--- src/rtl/core/tnb_pkg.sv ---
// Package for the triangle normal and bounding box core.
// Holds the types passed between the front stage and the normal engine. No dependencies.
package tnb_pkg;

    // Fixed port width of every coordinate and output field.
    localparam int FIELD_W = 16;
    // Magnitudes are shifted below this many bits before squaring.
    localparam int MAG_W   = 24;
    // Sum of three squares, shifted left by twelve for the Q.6 root.
    localparam int SUM_W   = 2 * MAG_W + 2 + 12;
    // Root of the shifted sum.
    localparam int ROOT_W  = SUM_W / 2;

    // Item passed from the front stage to the normal engine.
    typedef struct packed {
        logic [FIELD_W-1:0] min_x;
        logic [FIELD_W-1:0] min_y;
        logic [FIELD_W-1:0] min_z;
        logic [FIELD_W-1:0] max_x;
        logic [FIELD_W-1:0] max_y;
        logic [FIELD_W-1:0] max_z;
    } box_t;

endpackage

--- src/rtl/core/tnb_front.sv ---
// Front stage: accepts a triangle, forms the edge vectors, updates the running box.
// Depends on tnb_pkg.
module tnb_front #(
    parameter int COORD_WIDTH = 16,
    parameter int EDGE_W = 17
) (
    input  logic                          clk,
    input  logic                          rst_n,
    input  logic                          in_valid,
    output logic                          in_ready,
    input  logic                          start_model,
    input  logic signed [COORD_WIDTH-1:0] ax,
    input  logic signed [COORD_WIDTH-1:0] ay,
    input  logic signed [COORD_WIDTH-1:0] az,
    input  logic signed [COORD_WIDTH-1:0] bx,
    input  logic signed [COORD_WIDTH-1:0] by,
    input  logic signed [COORD_WIDTH-1:0] bz,
    input  logic signed [COORD_WIDTH-1:0] cx,
    input  logic signed [COORD_WIDTH-1:0] cy,
    input  logic signed [COORD_WIDTH-1:0] cz,
    output logic                          q_valid,
    input  logic                          q_ready,
    output logic signed [EDGE_W-1:0]      q_e1 [3],
    output logic signed [EDGE_W-1:0]      q_e2 [3],
    output tnb_pkg::box_t                 q_box
);
    import tnb_pkg::*;

    localparam int DIFF_W = COORD_WIDTH + 1;
    localparam int ESH = (DIFF_W > 30) ? DIFF_W - 30 : 0;
    localparam logic signed [COORD_WIDTH-1:0] CMAX = {1'b0, {(COORD_WIDTH-1){1'b1}}};
    localparam logic signed [COORD_WIDTH-1:0] CMIN = {1'b1, {(COORD_WIDTH-1){1'b0}}};

    logic signed [COORD_WIDTH-1:0] lo_reg [3];
    logic signed [COORD_WIDTH-1:0] hi_reg [3];
    logic signed [COORD_WIDTH-1:0] lo_next [3];
    logic signed [COORD_WIDTH-1:0] hi_next [3];
    logic signed [COORD_WIDTH-1:0] va [3];
    logic signed [COORD_WIDTH-1:0] vb [3];
    logic signed [COORD_WIDTH-1:0] vc [3];
    logic signed [EDGE_W-1:0]      e1_next [3];
    logic signed [EDGE_W-1:0]      e2_next [3];
    logic                          accept;

    assign va = '{ax, ay, az};
    assign vb = '{bx, by, bz};
    assign vc = '{cx, cy, cz};

    // Two-entry queue toward the engine.
    logic                     qv_reg [2];
    logic signed [EDGE_W-1:0] qe1_reg [2][3];
    logic signed [EDGE_W-1:0] qe2_reg [2][3];
    box_t                     qb_reg [2];
    box_t                     box_next;

    assign in_ready = !qv_reg[1];
    assign accept   = in_valid && in_ready;
    assign q_valid  = qv_reg[0];
    assign q_e1     = qe1_reg[0];
    assign q_e2     = qe2_reg[0];
    assign q_box    = qb_reg[0];

    function automatic logic signed [EDGE_W-1:0] shrink(input logic signed [DIFF_W-1:0] d);
        logic [DIFF_W-1:0] m;
        logic [DIFF_W-1:0] s;
        begin
            m = d[DIFF_W-1] ? -d : d;
            s = m >> ESH;
            shrink = d[DIFF_W-1] ? -EDGE_W'(s) : EDGE_W'(s);
        end
    endfunction

    always_comb
    begin
        for (int i = 0; i < 3; i++)
        begin
            lo_next[i] = start_model ? CMAX : lo_reg[i];
            hi_next[i] = start_model ? CMIN : hi_reg[i];
            if (va[i] < lo_next[i]) lo_next[i] = va[i];
            if (vb[i] < lo_next[i]) lo_next[i] = vb[i];
            if (vc[i] < lo_next[i]) lo_next[i] = vc[i];
            if (va[i] > hi_next[i]) hi_next[i] = va[i];
            if (vb[i] > hi_next[i]) hi_next[i] = vb[i];
            if (vc[i] > hi_next[i]) hi_next[i] = vc[i];
            e1_next[i] = shrink(DIFF_W'(va[i]) - DIFF_W'(vb[i]));
            e2_next[i] = shrink(DIFF_W'(vc[i]) - DIFF_W'(vb[i]));
        end
        box_next.min_x = FIELD_W'(lo_next[0]);
        box_next.min_y = FIELD_W'(lo_next[1]);
        box_next.min_z = FIELD_W'(lo_next[2]);
        box_next.max_x = FIELD_W'(hi_next[0]);
        box_next.max_y = FIELD_W'(hi_next[1]);
        box_next.max_z = FIELD_W'(hi_next[2]);
    end

    always_ff @(posedge clk or negedge rst_n)
    begin
        if (!rst_n)
        begin
            for (int i = 0; i < 3; i++)
            begin
                lo_reg[i] <= CMAX;
                hi_reg[i] <= CMIN;
            end
            qv_reg[0] <= 1'b0;
            qv_reg[1] <= 1'b0;
        end
        else
        begin
            if (accept)
            begin
                lo_reg <= lo_next;
                hi_reg <= hi_next;
            end
            // Pop head, shift, push at the first free slot.
            if (qv_reg[0] && q_ready)
            begin
                qv_reg[0]  <= qv_reg[1] || accept;
                qv_reg[1]  <= qv_reg[1] && accept;
                qe1_reg[0] <= qv_reg[1] ? qe1_reg[1] : e1_next;
                qe2_reg[0] <= qv_reg[1] ? qe2_reg[1] : e2_next;
                qb_reg[0]  <= qv_reg[1] ? qb_reg[1] : box_next;
                if (qv_reg[1] && accept)
                begin
                    qe1_reg[1] <= e1_next;
                    qe2_reg[1] <= e2_next;
                    qb_reg[1]  <= box_next;
                end
            end
            else if (accept)
            begin
                if (!qv_reg[0])
                begin
                    qv_reg[0]  <= 1'b1;
                    qe1_reg[0] <= e1_next;
                    qe2_reg[0] <= e2_next;
                    qb_reg[0]  <= box_next;
                end
                else
                begin
                    qv_reg[1]  <= 1'b1;
                    qe1_reg[1] <= e1_next;
                    qe2_reg[1] <= e2_next;
                    qb_reg[1]  <= box_next;
                end
            end
        end
    end

    always_ff @(posedge clk)
    begin
        if (rst_n)
        begin
            assert (!(qv_reg[1] && !qv_reg[0]))
                else $error("queue tail valid without head");
        end
    end

    property p_full_blocks;
        @(posedge clk) disable iff (!rst_n) qv_reg[1] |-> !in_ready;
    endproperty
    a_full_blocks: assert property (p_full_blocks) else $error("accept while queue full");

    property p_box_order;
        @(posedge clk) disable iff (!rst_n)
            $past(accept) && $past(rst_n) |-> (lo_reg[0] <= hi_reg[0]);
    endproperty
    a_box_order: assert property (p_box_order) else $error("box min above max");

    property p_head_holds;
        @(posedge clk) disable iff (!rst_n)
            q_valid && !q_ready |=> q_valid;
    endproperty
    a_head_holds: assert property (p_head_holds) else $error("queue head lost");

endmodule

--- config.mk ---
export PLATFORM = sky130hd
export DESIGN_NAME = tnb_front
export DESIGN_NICKNAME = d
export VERILOG_FILES = /design/src/rtl/core/tnb_pkg.sv /design/src/rtl/core/tnb_front.sv
export SDC_FILE = /design/constraint.sdc
export NUM_CORES = 1
export LEC_CHECK = 0
export BUFFER_PORTS_ARGS = -buffer_cell sky130_fd_sc_hd__clkbuf_2
export CAP_MARGIN = 10
export CORE_MARGIN = 3
export CORE_UTILIZATION = 49
export CTS_CLUSTER_SIZE = 24
export DETAILED_ROUTE_END_ITERATION = 12
export GPL_TIMING_DRIVEN = 0
export PLACE_DENSITY = 0.76
export SYNTH_ARGS = -nofsm -noshare
export SYNTH_HDL_FRONTEND = slang
export SYNTH_SLANG_ARGS = --single-unit
--- constraint.sdc ---
create_clock -name clk -period 21.5 [get_ports clk]
set_clock_uncertainty 0.15 [all_clocks]
set_input_delay 5.375 -clock clk [delete_from_list [all_inputs] [get_ports clk]]
set_output_delay 5.375 -clock clk [all_outputs]
set_load 0.05 [all_outputs]
==> impl_results.rst, run 1 <==
.. list-table::
   :header-rows: 1

   * - Metric
     - Value
   * - Area inside the core boundary
     - 85800 um2
   * - Share of the yosys chip area belonging to registers
     - 33.7%
   * - Antenna violations before repair
     - 21
   * - Instance area after placement
     - 46100 um2
   * - Unique cell type count in the Yosys netlist
     - 116
   * - Synthesized netlist net count
     - 5217
   * - CTS Buf Count
     - 56
   * - Worst hold slack
     - 329 ps
   * - Routability cong.
     - 1.00
   * - Synthesized instance count
     - 4681
   * - Post-synth design cell area
     - 42700 um2
   * - Vias in the first global route
     - 35900
   * - Pin count of the biggest net entering global routing
     - 97
   * - Max-capacitance violation count
     - 0
   * - Most frequent cells in the layout
     - sky130_fd_sc_hd__nand2_1, sky130_fd_sc_hd__edfxtp_1, sky130_fd_sc_hd__ha_1
   * - Critical path arrival
     - 17690 ps
   * - Data required time at the worst endpoint
     - 21730 ps
   * - Clock edge transition at the registers on the reported setup and hold paths
     - 60 ps
   * - Worst Path Buf+Inv
     - 8
   * - Library cell contributing the largest single delay on the critical path
     - sky130_fd_sc_hd__clkbuf_1
   * - EDFF count, synth
     - 396
   * - Global router's overall resource usage
     - 30.3%
   * - Overall die height
     - 301 um
   * - Switching component of the power
     - 0.00288 W
   * - Starting density of the core
     - 49.8%
   * - Clk Latency, worst-skew pair
     - 660 ps
   * - Measured slew at the worst slew-check pin
     - 1410 ps
   * - Overall overflow remaining after global route
     - 0
   * - GRT Max-Usage Layer
     - met2
   * - Global routing met1 resource utilization
     - 41.0%
   * - Pwr/cell area
     - 127 nW/um2
   * - Top flip-flop cell by instance count after synthesis
     - sky130_fd_sc_hd__edfxtp_1
   * - Most prevalent standard cell on the critical path
     - sky130_fd_sc_hd__a21o_1
   * - Synthesis-to-layout area growth
     - 12.6%
   * - Starting DRC count in detailed routing
     - 3887
   * - Area of all placed cells without fillers
     - 48100 um2
   * - Most common library cell in the layout ignoring fill and taps
     - sky130_fd_sc_hd__nand2_1
   * - H-tree levels
     - 2
   * - Type of the worst setup path
     - in -> reg
   * - Total leakage power
     - 20.0 nW
   * - Number of detailed-routing iterations run before antenna repair
     - 6
   * - Via-per-instance ratio
     - 6.09
   * - Ys async rst share
     - 19.8%
   * - Global-route wire length before repair
     - 213000 um
   * - GR Util met3
     - 4.44%
   * - Count of standard-cell rows
     - 107
   * - Switching power share of the total
     - 47.1%
   * - Count of buffers from port buffering
     - 348
   * - DRC violation count after routing
     - 0
   * - Count of endpoints failing hold in the final timing report
     - 0
   * - Highest Clock Rate
     - 57.3 MHz
   * - Maximum single-stage delay on the critical path
     - 840 ps
   * - Number of synthesized register bits
     - 494
   * - Critical path endpoint category
     - register
   * - Number of instances resized during post-cts repair
     - 0
   * - Die Wd
     - 301 um
   * - Worst vdd rail ir drop
     - 0.0766 mV
   * - Warnings from Yosys
     - 0
   * - Slew Viols, Final
     - 0
   * - Half-perimeter wire length of the detailed placement result
     - 112000 um
   * - Top-level I/O count
     - 349
   * - Worst-case clock buffer depth
     - 3
   * - Total Neg Setup Slack
     - 0 ps
   * - Die area
     - 90700 um2
   * - Net total in the final layout
     - 5638
   * - Final setup fails
     - 0
   * - Post-Route WL
     - 142000 um
   * - Cell total after placement
     - 6184
   * - Hold/Removal Path Class
     - reg -> reg
   * - Clock tree sinks
     - 494
   * - Post-CTS Hold Fix Bufs
     - 0
   * - Non-Filler Instances
     - 6315
   * - Final worst path period share
     - 81.2%
   * - Seq pwr share
     - 25.4%
   * - Largest fanout of any net on the critical path
     - 10
   * - Mean instance size in the synthesized netlist
     - 9.12 um2
   * - CTS tree
     - done
   * - Max_slew headroom
     - 5.88%
   * - Final critical delay including setup and external delays
     - 17460 ps
   * - Cell family contributing the most delay on the critical path
     - buffers and inverters
   * - Number of buffers added for setup after CTS
     - 0
   * - Combinational power share
     - 58.3%
   * - Ratio of cells with drive above 1 in the final layout
     - 19.2%
   * - Number of vias after detailed routing
     - 38500
   * - Antenna violation net count after detailed routing
     - 0
   * - Unrepaired setup endpoints after global routing
     - false
   * - Clock root cell
     - sky130_fd_sc_hd__clkbuf_16
   * - Kind of launch point of the worst setup path
     - primary input
   * - Number of flip-flops in the largest register
     - 192
   * - Status
     - complete, no violations
   * - Internal
     - 0.00323 W
   * - Total power
     - 0.00611 W
   * - Met2 demand-to-capacity share in global routing
     - 47.2%
   * - Clk network pwr share
     - 16.3%
   * - Average detailed-routed wire length per instance
     - 22.5 um
## Yosys cell counts, drive strengths merged, types with 48 or more instances
cell type  instances  area share, %
a21o              92            1.6
a21oi            216            2.6
a221oi            61            1.3
a31oi             61           0.89
buf              221            3.8
clkbuf           169            1.5
dfrtp             50            2.9
dfstp             48            3.0
edfxtp           396             28
ha               381             11
inv              298            2.6
mux2             165            4.4
mux2i            105            2.5
nand2            416            3.7
nand2b            78            1.1
nand3            106            1.2
nand4             68            1.0
nor2             374            3.3
nor3              77           0.94
o211ai            61            1.1
o21ai            341            4.0
xnor2            164            3.4
xor2              58            1.2
## final timing paths
kind / cells past startpoint / start / end / slack (ps)
max in group asynchronous: 2 / rst_n / hi_reg[33]$_DFFE_PN0P_ / 16000
min reg2reg: 2 / lo_reg[43]$_DFFE_PN1P_ / lo_reg[43]$_DFFE_PN1P_ / 330
min in group asynchronous: 1 / rst_n / lo_reg[11]$_DFFE_PN1P_ / 4590
max: 37 / start_model / qb_reg[0][75]$_DFFE_PP_ / 4040
max reg2reg: 33 / lo_reg[29]$_DFFE_PN1P_ / qb_reg[0][75]$_DFFE_PP_ / 11010
min: 2 / lo_reg[43]$_DFFE_PN1P_ / lo_reg[43]$_DFFE_PN1P_ / 330
## final cells by class
class / count / area, um2
fill: 7773 / 37700
sequential: 494 / 14400
clock buffer: 68 / 1470
clock inverter: 37 / 383
timing repair buffer: 363 / 2060
multi-input combinational: 3499 / 25000
antenna: 22 / 55.1
inverter: 298 / 1120
tap: 1144 / 1430
buffer: 390 / 2240
## power by group through the flow
stage	clock [W]	sequential [W]	combinational [W]
after floorplan	0	0.00155	0.00248
after global placement	0	0.00160	0.00340
after detailed placement	0	0.00156	0.00348
after CTS	0.00100	0.00155	0.00350
after global routing	0.00104	0.00157	0.00385
final	0.000994	0.00155	0.00356
## layer usage
| layer | part of all wire (%) | up-vias |
|---|---|---|
| met2 | 44 | 1844 |
| li1 | - | 18000 |
| met4 | 5.6 | 2 |
| met1 | 42 | 18200 |
| met5 | 0.0077 | - |
| met3 | 8.6 | 368 |
## cell families after synthesis
kind of cell,share of synthesized area (%)
and+or+nand+nor,16.1
AOI/OAI and AO/OA,19.4
buffers and inverters,7.86
DFF,33.7
adders and majority gates,11.5
muxes,6.87
xor gates and xnor gates,4.61
## worst min-delay path, cell delays in order (launching register included)
cell,delay (ps)
sky130_fd_sc_hd__dfstp_2,370
sky130_fd_sc_hd__nand2_1,40
sky130_fd_sc_hd__o21ai_0,60
## stage by stage
stage / util, % / worst slack (ps)
floorplan: - / 5950
global placement: 53.5 / -22.1
detailed placement: 53.8 / 3790
CTS: 55.9 / 4420
global route: 56.0 / 3580
finish: 56.1 / 4040
Power figures use the tool's default switching activity.
==> run 2, diff against run 1 <==
- ABC_AREA: not set -> 1
- PLACE_DENSITY: 0.76 -> 0.77
- clock period: 21.5 -> 16.2 ns (I/O delays scaled with it)
==> impl_results.rst, run 2 <==
.. list-table::
   :header-rows: 1

   * - Metric
     - Value
   * - Count of buffers from port buffering
     - 348 (unchanged)
   * - Instance area after placement
     - 43200 um2 (-6.5%)
   * - Final critical delay including setup and external delays
     - 13270 ps
   * - H-tree levels
     - 2 (unchanged)
   * - CTS Buf Count
     - 55 (-1.8%)
   * - Global router's overall resource usage
     - 29.8% (-0.47 points)
   * - Unrepaired setup endpoints after global routing
     - false
   * - Kind of launch point of the worst setup path
     - primary input
   * - Antenna violations before repair
     - 16 (-24%)
   * - Half-perimeter wire length of the detailed placement result
     - 105000 um (-6.1%)
   * - Critical path arrival
     - 13470 ps (-4220 ps)
   * - Clock root cell
     - sky130_fd_sc_hd__clkbuf_16
   * - Number of flip-flops in the largest register
     - 192 (unchanged)
   * - Count of standard-cell rows
     - 103 (-3.7%)
   * - Synthesized netlist net count
     - 5508 (+5.6%)
   * - Library cell contributing the largest single delay on the critical path
     - sky130_fd_sc_hd__clkbuf_1
   * - EDFF count, synth
     - 396 (unchanged)
   * - Clk Latency, worst-skew pair
     - 640 ps (-20 ps)
   * - Number of instances resized during post-cts repair
     - 0 (unchanged)
   * - Post-synth design cell area
     - 39600 um2 (-7.3%)
   * - Ys async rst share
     - 19.8% (unchanged)
   * - Highest Clock Rate
     - 75.4 MHz
   * - GRT Max-Usage Layer
     - met2
   * - Cell types occupying the most area after synthesis
     - sky130_fd_sc_hd__edfxtp_1, sky130_fd_sc_hd__nand2_1, sky130_fd_sc_hd__ha_1, sky130_fd_sc_hd__nand3_1, sky130_fd_sc_hd__inv_1
   * - Worst Path Buf+Inv
     - 12 (+4)
   * - CTS tree
     - done
   * - Slew Viols, Final
     - 0 (unchanged)
   * - Total power
     - 0.00919 W (+51%)
   * - Pwr/cell area
     - 204 nW/um2 (+61%)
   * - Number of buffers added for setup after CTS
     - 0 (unchanged)
   * - Overall overflow remaining after global route
     - 0 (unchanged)
   * - Worst slack, placed
     - 2490 ps (-1300 ps)
   * - Warnings from Yosys
     - 0 (unchanged)
   * - Most prevalent standard cell on the critical path
     - sky130_fd_sc_hd__nand2_1
   * - Mean instance size in the synthesized netlist
     - 7.96 um2 (-13%)
   * - Area inside the core boundary
     - 79500 um2 (-7.3%)
   * - Measured slew at the worst slew-check pin
     - 1220 ps (-196 ps)
   * - Non-Filler Instances
     - 6515 (+3.2%)
   * - Final worst path period share
     - 81.9%
   * - Post-Route WL
     - 129000 um (-9.2%)
   * - Vias in the first global route
     - 34200 (-4.8%)
   * - Max_slew headroom
     - 16.9% (+11 points)
   * - Average detailed-routed wire length per instance
     - 19.8 um (-12%)
   * - Data required time at the worst endpoint
     - 16400 ps (-5330 ps)
   * - Starting DRC count in detailed routing
     - 3459 (-11%)
   * - Hold/Removal Path Class
     - reg -> reg
   * - Overall die height
     - 290 um (-3.6%)
   * - Share of the synthesized area in the top cell type
     - 30.0% (+2.2 points)
   * - Register-to-Register Setup Slack
     - 7800 ps (-3210 ps)
   * - Unique cell type count in the Yosys netlist
     - 68 (-41%)
   * - Cell family contributing the most delay on the critical path
     - buffers and inverters
   * - Stages on worst setup path
     - 39 (+5.4%)
   * - Reg-to-reg critical path endpoint
     - qb_reg[0][30]$_DFFE_PP_
   * - Area of all placed cells without fillers
     - 45000 um2 (-6.4%)
   * - Final setup fails
     - 0 (unchanged)
   * - Count of endpoints failing hold in the final timing report
     - 0 (unchanged)
   * - Max-capacitance violation count
     - 0 (unchanged)
   * - Most common library cell in the layout ignoring fill and taps
     - sky130_fd_sc_hd__nand2_1
   * - Die Wd
     - 290 um (-3.6%)
   * - Number of detailed-routing iterations run before antenna repair
     - 8 (+2)
   * - Antenna violation net count after detailed routing
     - 0 (unchanged)
   * - Synthesized instance count
     - 4972 (+6.2%)
   * - Total leakage power
     - 21.6 nW (+7.8%)
   * - Global routing met1 resource utilization
     - 41.8% (+0.75 points)
   * - Via-per-instance ratio
     - 5.53 (-9.3%)
   * - Type of the worst setup path
     - in -> reg
   * - Critical path startpoint
     - start_model
   * - Critical path endpoint category
     - register
   * - Top-level I/O count
     - 349 (unchanged)
   * - Top flip-flop cell by instance count after synthesis
     - sky130_fd_sc_hd__edfxtp_1
   * - Routability cong.
     - 1.01 (+0.98%)
   * - Met2 demand-to-capacity share in global routing
     - 46.2% (-1.0 points)
   * - Maximum single-stage delay on the critical path
     - 730 ps (-110 ps)
   * - Starting density of the core
     - 49.8% (about the same)
   * - Fill cell count
     - 7324 (-5.8%)
   * - Global-route wire length before repair
     - 197000 um (-7.5%)
   * - Post-CTS Hold Fix Bufs
     - 0 (unchanged)
   * - DRC violation count after routing
     - 0 (unchanged)
   * - Worst-case reg-to-reg path depth
     - 34 (+3.0%)
   * - Share of the yosys chip area belonging to registers
     - 36.4% (+2.7 points)
   * - Pin count of the biggest net entering global routing
     - 75 (-23%)
   * - Number of vias after detailed routing
     - 36000 (-6.4%)
   * - Number of synthesized register bits
     - 494 (unchanged)
   * - Clock tree sinks
     - 494 (unchanged)
   * - Startpoint of the worst register-to-register path
     - hi_reg[31]$_DFFE_PN1P_
   * - Net total in the final layout
     - 5940 (+5.4%)
   * - Status
     - complete, no violations
   * - Synthesis-to-layout area growth
     - 13.7%
   * - GR Util met3
     - 4.97% (+0.53 points)
   * - Final worst setup slack
     - 2930 ps (-1110 ps)
   * - Timing endpoint of the critical path
     - qb_reg[0][30]$_DFFE_PP_
   * - Most frequent cells in the layout
     - sky130_fd_sc_hd__nand2_1, sky130_fd_sc_hd__nand3_1, sky130_fd_sc_hd__inv_1
   * - Most common library cells after synthesis
     - sky130_fd_sc_hd__nand2_1, sky130_fd_sc_hd__nand3_1, sky130_fd_sc_hd__inv_1, sky130_fd_sc_hd__edfxtp_1, sky130_fd_sc_hd__ha_1
   * - Die area
     - 84300 um2 (-7.1%)
   * - Worst vdd rail ir drop
     - 0.145 mV (+89%)
   * - Ratio of cells with drive above 1 in the final layout
     - 15.7% (-3.5 points)
   * - Cell accounting for the most synthesized area
     - sky130_fd_sc_hd__edfxtp_1
   * - Clock edge transition at the registers on the reported setup and hold paths
     - 60 ps (about the same)
   * - Largest fanout of any net on the critical path
     - 10 (unchanged)
   * - Most instantiated library cell after synthesis
     - sky130_fd_sc_hd__nand2_1
   * - Cell total after placement
     - 6395 (+3.4%)
   * - Worst-case clock buffer depth
     - 3 (unchanged)
==> run 2: cell types whose count changed in the layout (fill, tap and decap cells not counted), sizes merged, moves of 68 or more <==
cell | before | now
mux2i | 105 | 0
inv | 303 | 443
nand2 | 416 | 1422
nand3 | 106 | 483
o21ai | 341 | 268
nor2 | 374 | 226
nand2b | 78 | 0
xor2 | 58 | 188
a21o | 92 | 9
mux2 | 165 | 0
and2 | 44 | 112
xnor2 | 164 | 51
==> run 2: layout make-up <==
| cell class | count | area (um2) | share of cell area [%] |
|---|---|---|---|
| diodes | 16 | 40.0 | 0.0889 |
| flip-flops and latches | 494 | 14400 | 32.0 |
| clock buffers | 76 | 1570 | 3.48 |
| plain buffers | 346 | 2120 | 4.72 |
| well taps | 1050 | 1310 | 2.92 |
| clock inverters | 26 | 219 | 0.486 |
| repair buffers | 375 | 2260 | 5.01 |
| multi-input cells | 3686 | 21400 | 47.6 |
| inverters | 446 | 1670 | 3.72 |
==> run 2: logic make-up after synthesis <==
family          share of synthesized area (%)
simple gates                             27.2
buf+inv                                  9.59
compound gates                           9.03
flops                                    36.4
fa+ha+maj                                12.3
xor+xnor                                 5.49
==> run 2: power by group <==
part	internal, W	total, W	switching (W)
sequential	0.00203	0.00217	0.000139
combinational	0.00181	0.00577	0.00397
clock	0.000708	0.00125	0.000544
==> run 2: tightest hold or removal path, cell delays in order (launching register included) <==
cell and delay (ps):
sky130_fd_sc_hd__dfstp_2 370, sky130_fd_sc_hd__nand2_1 50, sky130_fd_sc_hd__nand2_1 50
==> run 2: worst min-delay path by stage <==
stage | from | endpoint | slack, ps | depth (start not counted)
2_1_floorplan | hi_reg[47]$_DFFE_PN1P_ | hi_reg[47]$_DFFE_PN1P_ | 300 | 2
3_3_place_gp | lo_reg[43]$_DFFE_PN1P_ | lo_reg[43]$_DFFE_PN1P_ | 310 | 2
5_1_grt | lo_reg[38]$_DFFE_PN1P_ | lo_reg[38]$_DFFE_PN1P_ | 330 | 2
6_report | lo_reg[44]$_DFFE_PN1P_ | lo_reg[44]$_DFFE_PN1P_ | 320 | 2
3_5_place_dp | lo_reg[38]$_DFFE_PN1P_ | lo_reg[38]$_DFFE_PN1P_ | 310 | 2
4_1_cts | lo_reg[38]$_DFFE_PN1P_ | lo_reg[38]$_DFFE_PN1P_ | 320 | 2
==> run 2: layer usage <==
layer  share of wire (%)  vias up  routed length (um)
li1                    -    17500                   -
met1                  43    16700               55700
met2                  43     1570               55800
met3                 9.4      268               12100
met5                   0        -                   0
met4                 4.2        0                5480
==> run 2: stage by stage <==
| step | hold slack [ps] | util [%] | TNS [ps] |
|---|---|---|---|
| floorplan | 298 | - | 0 |
| global placement | 306 | 53.7 | -1285950 |
| detailed placement | 307 | 54.3 | 0 |
| CTS | 317 | 56.5 | 0 |
| global route | 327 | 56.6 | 0 |
| finish | 317 | 56.6 | 0 |
